File: config.mk
export PLATFORM = sky130hd
export DESIGN_NAME = rcwp_texel
export DESIGN_NICKNAME = d
export VERILOG_FILES = /design/src/design/assert_macros.svh /design/src/design/rcwp_texel.sv
export SDC_FILE = /design/constraint.sdc
export NUM_CORES = 2
export LEC_CHECK = 0
export ABC_AREA = 1
export BUFFER_PORTS_ARGS = -buffer_cell sky130_fd_sc_hd__buf_2
export CAP_MARGIN = 20
export CORE_MARGIN = 2
export CORE_UTILIZATION = 55
export DETAILED_ROUTE_END_ITERATION = 12
export MAX_ROUTING_LAYER = met4
export PLACE_DENSITY = 0.73
export SLEW_MARGIN = 10
export SYNTH_ARGS = -nofsm -noshare
export SYNTH_HDL_FRONTEND = slang
export SYNTH_SLANG_ARGS = --single-unit
File: constraint.sdc
create_clock -name clk -period 8.1 [get_ports clk]
set_clock_uncertainty 0.15 [all_clocks]
set_input_delay 0.405 -clock clk [delete_from_list [all_inputs] [get_ports clk]]
set_output_delay 0.405 -clock clk [all_outputs]
set_load 0.02 [all_outputs]
File: src/design/assert_macros.svh
`ifndef ASSERT_MACROS_SVH
`define ASSERT_MACROS_SVH

// same-cycle implication, disabled in reset
`define RCWP_ASSERT_NOW(lbl, ck, rn, ante, cons) \
  lbl: assert property (@(posedge ck) disable iff (!rn) (ante) |-> (cons)) \
    else $error("rcwp assertion failed");

// next-cycle implication, disabled in reset
`define RCWP_ASSERT_NEXT(lbl, ck, rn, ante, cons) \
  lbl: assert property (@(posedge ck) disable iff (!rn) (ante) |=> (cons)) \
    else $error("rcwp assertion failed");

`endif

File: src/design/rcwp_texel.sv
module rcwp_texel #(
  parameter int F   = 16,
  parameter int SBW = 8
) (
  input  logic               clk,
  input  logic               rst_n,
  input  logic               adv,
  input  logic               in_valid,
  input  logic signed [31:0] in_dist,
  input  logic signed [31:0] in_dir,
  input  logic [23:0]        in_base,
  input  logic               in_mirror,
  input  logic               in_zero,
  input  logic [10:0]        in_width,
  input  logic [SBW-1:0]     in_side,
  output logic               out_valid,
  output logic [9:0]         out_texel,
  output logic [SBW-1:0]     out_side
);

  logic               s1_valid_r, s2_valid_r, s3_valid_r;
  logic [F-1:0]       s1_pb_r, s1_base_r;
  logic               s1_mirror_r, s1_zero_r, s2_mirror_r, s2_zero_r;
  logic [SBW-1:0]     s1_side_r, s2_side_r, s3_side_r;
  logic [F+10:0]      s2_scaled_r;
  logic [9:0]         s3_texel_r;
  logic signed [63:0] prod;
  logic [F-1:0]       frac;
  logic [10:0]        tcol;
  logic [10:0]        tsel;

  assign prod = 64'(in_dist) * 64'(in_dir);
  assign frac = s1_base_r + s1_pb_r;
  assign tcol = s2_scaled_r[F+10:F];
  assign tsel = s2_mirror_r ? (in_width - tcol - 11'd1) : tcol;

  always_ff @(posedge clk) begin
    if (!rst_n) begin
      s1_valid_r <= 1'b0;
      s2_valid_r <= 1'b0;
      s3_valid_r <= 1'b0;
    end else if (adv) begin
      s1_valid_r <= in_valid;
      s2_valid_r <= s1_valid_r;
      s3_valid_r <= s2_valid_r;
    end
  end

  // hit offset product, fraction scaled by width, then mirror
  always_ff @(posedge clk) begin
    if (adv) begin
      s1_pb_r     <= prod[2*F-1:F];
      s1_base_r   <= in_base[F-1:0];
      s1_mirror_r <= in_mirror;
      s1_zero_r   <= in_zero;
      s1_side_r   <= in_side;
      s2_scaled_r <= (F+11)'(frac) * (F+11)'(in_width);
      s2_mirror_r <= s1_mirror_r;
      s2_zero_r   <= s1_zero_r;
      s2_side_r   <= s1_side_r;
      s3_texel_r  <= s2_zero_r ? 10'd0 : tsel[9:0];
      s3_side_r   <= s2_side_r;
    end
  end

  assign out_valid = s3_valid_r;
  assign out_texel = s3_texel_r;
  assign out_side  = s3_side_r;

endmodule

## Yosys cells after proc, flatten, opt, wreduce, memory -nomap -nowiden

Index checks and enable logic that the tools add are counted.

- Input port bits: 113
- Register bits after elaboration: 99
- Output and inout bits: 19

- Multiplexer cells: 1
- Multipliers: 2
- $add $sub $neg: 3

Operators by type and width:

| operator | count |
|---|---|
| multiplier 32 x 32 -> 32 bit | 1 |
| multiplier 16 x 11 -> 26 bit | 1 |
| adder 16 bit | 1 |
| 2-to-1 mux 10 bit | 1 |
| subtractor 10 x 1 -> 10 bit (second input constant) | 1 |
| subtractor 10 bit | 1 |

## Longest topological paths before layout

- Depth after elaboration: 3
- Mapped depth: 37
- Gate-level depth less buffers: 37

## Worst setup path after synthesis

OpenSTA, ideal clock, no wires.

- Kind: input port to flip-flop
- Start: input in_dir[2]
- End: register s1_pb_r[11] (data pin)
- Setup time: 259 ps
- Required time: 7691 ps
- Data arrival time: 6486 ps
- Buffers on the path: 2
- Setup slack: 1205 ps
- Stages on the path: 25
- Cell sequence: clkbuf_1 > buf_1 > nand2_1 > fa_1 > inv_1 > fa_1 > fa_1 > inv_1 > fa_1 > inv_1 > fa_1 > inv_1 > fa_1 > fa_1 > fa_1 > inv_1 > ha_1 > a21oi_1 > o21ai_0 > a21oi_1 > nand3_2 > nand3_1 > nand2_1 > a21o_1 > xor2_1

- Cells in the longest elaborated chain, start to end: 1

RTL lines:

| what | RTL line | source |
|---|---|---|
| start, declared | rcwp_texel.sv:10 | `input logic signed [31:0] in_dir,` |
| multiplier 32 x 32 -> 32 bit | rcwp_texel.sv:32 | `assign prod = 64'(in_dist) * 64'(in_dir);` |
| named net prod[27] | rcwp_texel.sv:27 | `logic signed [63:0] prod;` |
| end signal, assigned | rcwp_texel.sv:52 | `s1_pb_r <= prod[2*F-1:F];` |
| end, declared | rcwp_texel.sv:22 | `logic [F-1:0] s1_pb_r, s1_base_r;` |

The timed path passes the listed nets, and every way through them passes these cells.
A chain may end at the register's enable or synchronous reset.

## Final worst setup path

- Start: input in_dist[7]
- End: register s1_pb_r[12] (data pin)

- Cells in the longest elaborated chain, start to end: 1

RTL lines:

| what | RTL line | source |
|---|---|---|
| start, declared | rcwp_texel.sv:9 | `input logic signed [31:0] in_dist,` |
| multiplier 32 x 32 -> 32 bit | rcwp_texel.sv:32 |  |
| named net prod[28] | rcwp_texel.sv:27 |  |

The timed path passes the listed nets, and every way through them passes these cells.

==> key figures <==
Cells and area
  – Most frequent cells in the layout: inv_1 (1017), nand2_1 (863), fa_1 (532), ha_1 (229), nor2_1 (149)
  – FILL cells: 4374
  – Area grow syn2layout: 4.85%
  – FF+latch area: 0.00246 mm^2
  – Layout cells sized above 1: 0.0573
  – Commonest non-fill, non-tap cell in the layout: inv_1
  – # nets final: 4239
  – Area of the multi-input gates: 0.0195 mm^2

STA
  – Crit share post-route: 0.858
  – Slew Limit Fails: 0
  – Slew HR: 0.465
  – Peak Freq: 0.144 GHz
  – TNS Setup: 0 ns
  – Final setup violation count: 0
  – Count of final hold-check violations: 0
  – Crit path time final: 6.95 ns
  – Worst Tran Pin Value: 0.802 ns
  – RSZ-0062 raised after global routing: false

Route
  – DRT Pass-1 Iters: 5
  – Post-DRT Antenna Nets: 0
  – Avg Vias per Cell: 5.05
  – Routed wire length per instance: 15.5 um
  – DRT iter0 DRCs: 1394
  – Post-route DRC: 0
  – Final wirelength: 61600 um
  – Vias: 20100

Global routing
  – GRT Total Usage: 0.274
  – Global route overflow: 0
  – Pin count of the biggest net entering global routing: 45
  – Initial antenna violation count: 1
  – Vias in the first global route: 21300
  – First-pass GRT wire length: 105000 um

Hold path
  – Hold Path Cell Cnt: 1
  – HP Class: input port to flip-flop
  – Hold path endpoint: s1_side_r[0]
  – Hold Crit Start: in_side[0]

Clock tree
  – Post-CTS Setup Repair Bufs: 0
  – Total clock sinks: 83
  – Clock transition at path regs: 0.08 ns
  – Post-CTS sizing: 0
  – Hold_buf cts: 0
  – H-tree depth: 3
  – Max clock buf depth: 2
  – Num CTS Buffers: 9
  – Clock insertion delay at the later pin of the skew report: 0.36 ns
  – CTS tree: yes
  – Root buf cell: clkbuf_16

Setup path
  – Worst Path Max Fanout: 26
  – R2R setup slack: 1.18 ns
  – Path depth of the worst reg2reg path: 32
  – Slowest-stage cell, CP: buf_2
  – Worst setup EP type: flip-flop
  – Required @ worst endpoint: 8.06 ns
  – WP data arrival: 6.91 ns
  – Most common cell on crit path: fa_1
  – Worst path cell trace: buf_2, nand2_1, fa_1, inv_1, fa_1, inv_1, fa_1, fa_1, inv_1, fa_1, fa_1, fa_1, inv_1, fa_1, inv_1, ha_1, nand2_1, nor2_1, inv_1, nor2_1, a2111oi_0, nand2_1, nand2_1, nand2_1
  – Reg2reg end: s2_scaled_r[25]
  – Worst reg2reg startpoint: s1_pb_r[0]
  – Type of the worst setup path: input port to flip-flop
  – Type of origin of the critical path: input port
  – Crit-path max cell delay: 0.60 ns

Synth
  – Post-Syn Area per Cell: 7.86 um^2
  – Number of synthesized flops with an enable pin: 80
  – Largest area contributor in the netlist: fa_1
  – Top-area cell type share of the netlist area: 0.406
  – #FFs+latches synth: 83
  – Top cells by area, synth: fa_1 (41%), inv_1 (15%), nand2_1 (12%), ha_1 (11%), edfxtp_1 (9.1%)
  – Mapped Cells: 3340
  – FFs w/ async S/R, synth: 0
  – Post-synth top flop: edfxtp_1
  – Synth cell types: 54
  – Yosys warns: 0
  – Part of the Yosys area used for sequential elements: 0.0938
  – Post-Syn Area: 0.0263 mm^2
  – Synth Net Count: 4214

Floorplanning
  – Initial core utilization: 0.554
  – Die area: 0.0495 mm^2
  – Die Ht: 223 um
  – # rows: 80
  – Ports: 132
  – Die width: 223 um
  – Core box area: 0.0474 mm^2

Run
  – Max-cap violations: 0

Placed design
  – Routability congestion estimate: 0.913
  – PortBufs: 123
  – Hpwl dp: 50000 um

Outcome
  – Outcome: finished clean
==> per-layer routing <==
layer	routed length [um]	track usage	up-vias
li1	-	-	9575
met1	26000	0.356	9811
met2	29900	0.460	624
met3	3810	0.0239	110
met4	1880	0.0829	0
met5	0	-	-
==> flip-flops by register name, indices dropped and copies added, names as in the netlist <==
signal and count:
s1_side_r 8, out_texel 10, s1_pb_r 16, s2_mirror_r 1, s1_base_r 16, out_valid 1, s1_valid_r 1, out_side 8
s2_valid_r 1, s2_side_r 8, s1_zero_r 1, s2_scaled_r 10, s1_mirror_r 1, s2_zero_r 1
==> worst max-delay path, delay by kind of cell <==
| kind | cells | cell delay, ns |
|---|---|---|
| buf+inv | 7 | 0.93 |
| simple gates | 7 | 0.66 |
| fa+ha+maj | 9 | 4.36 |
| compound gates | 1 | 0.52 |
==> through the flow <==
stage               cell area [um^2]  hold WS (ns)  worst slack (ns)  utilization  cells
floorplan                      26300         0.250              1.21            -   3340
global placement               27200         0.250             0.848        0.574   3969
detailed placement             27200         0.255             0.785        0.574   3969
CTS                            27500        0.0505              1.18        0.580   3985
global route                   27500        0.0526             0.776        0.580   3986
finish                         27500        0.0607              1.15        0.580   3986
==> cell type report <==
class / count / area share
flip-flops and latches: 83 / 0.0894
repair buffers: 132 / 0.0249
clock inverters: 7 / 0.00286
inverters: 1027 / 0.140
multi-input cells: 2112 / 0.706
clock buffers: 9 / 0.00818
well taps: 615 / 0.0279
diodes: 1 / 0.0000909
==> how the worst max path moves through the flow <==
stage          startpoint              end
2_1_floorplan   in_dir[2]      s1_pb_r[11]
3_3_place_gp    in_dir[2]      s1_pb_r[11]
3_5_place_dp    in_dir[2]      s1_pb_r[11]
4_1_cts        in_dist[7]      s1_pb_r[12]
5_1_grt        s1_pb_r[0]  s2_scaled_r[25]
6_report       in_dist[7]      s1_pb_r[12]
==> cell families after synthesis <==
logic type | count (synthesis) | share of synthesized area
buf+inv | 1145 | 0.166
fa+ha+maj | 761 | 0.515
compound gates | 157 | 0.0344
flops | 83 | 0.0938
simple gates | 1145 | 0.175
xor+xnor | 49 | 0.0166
==> cells in the mapped netlist (15+ instances only) <==
cell type     n
clkbuf_1     76
ha_1        229
inv_1      1017
a21oi_1      79
nand2_1     863
buf_2        19
nand3_1      68
fa_1        532
o21ai_0      29
xor2_1       36
edfxtp_1     80
nor2_1      149
buf_1        15
Power is left out: the tool's default activity adds up to more than one toggle a clock period on the data nets, which glitch-free logic cannot reach.
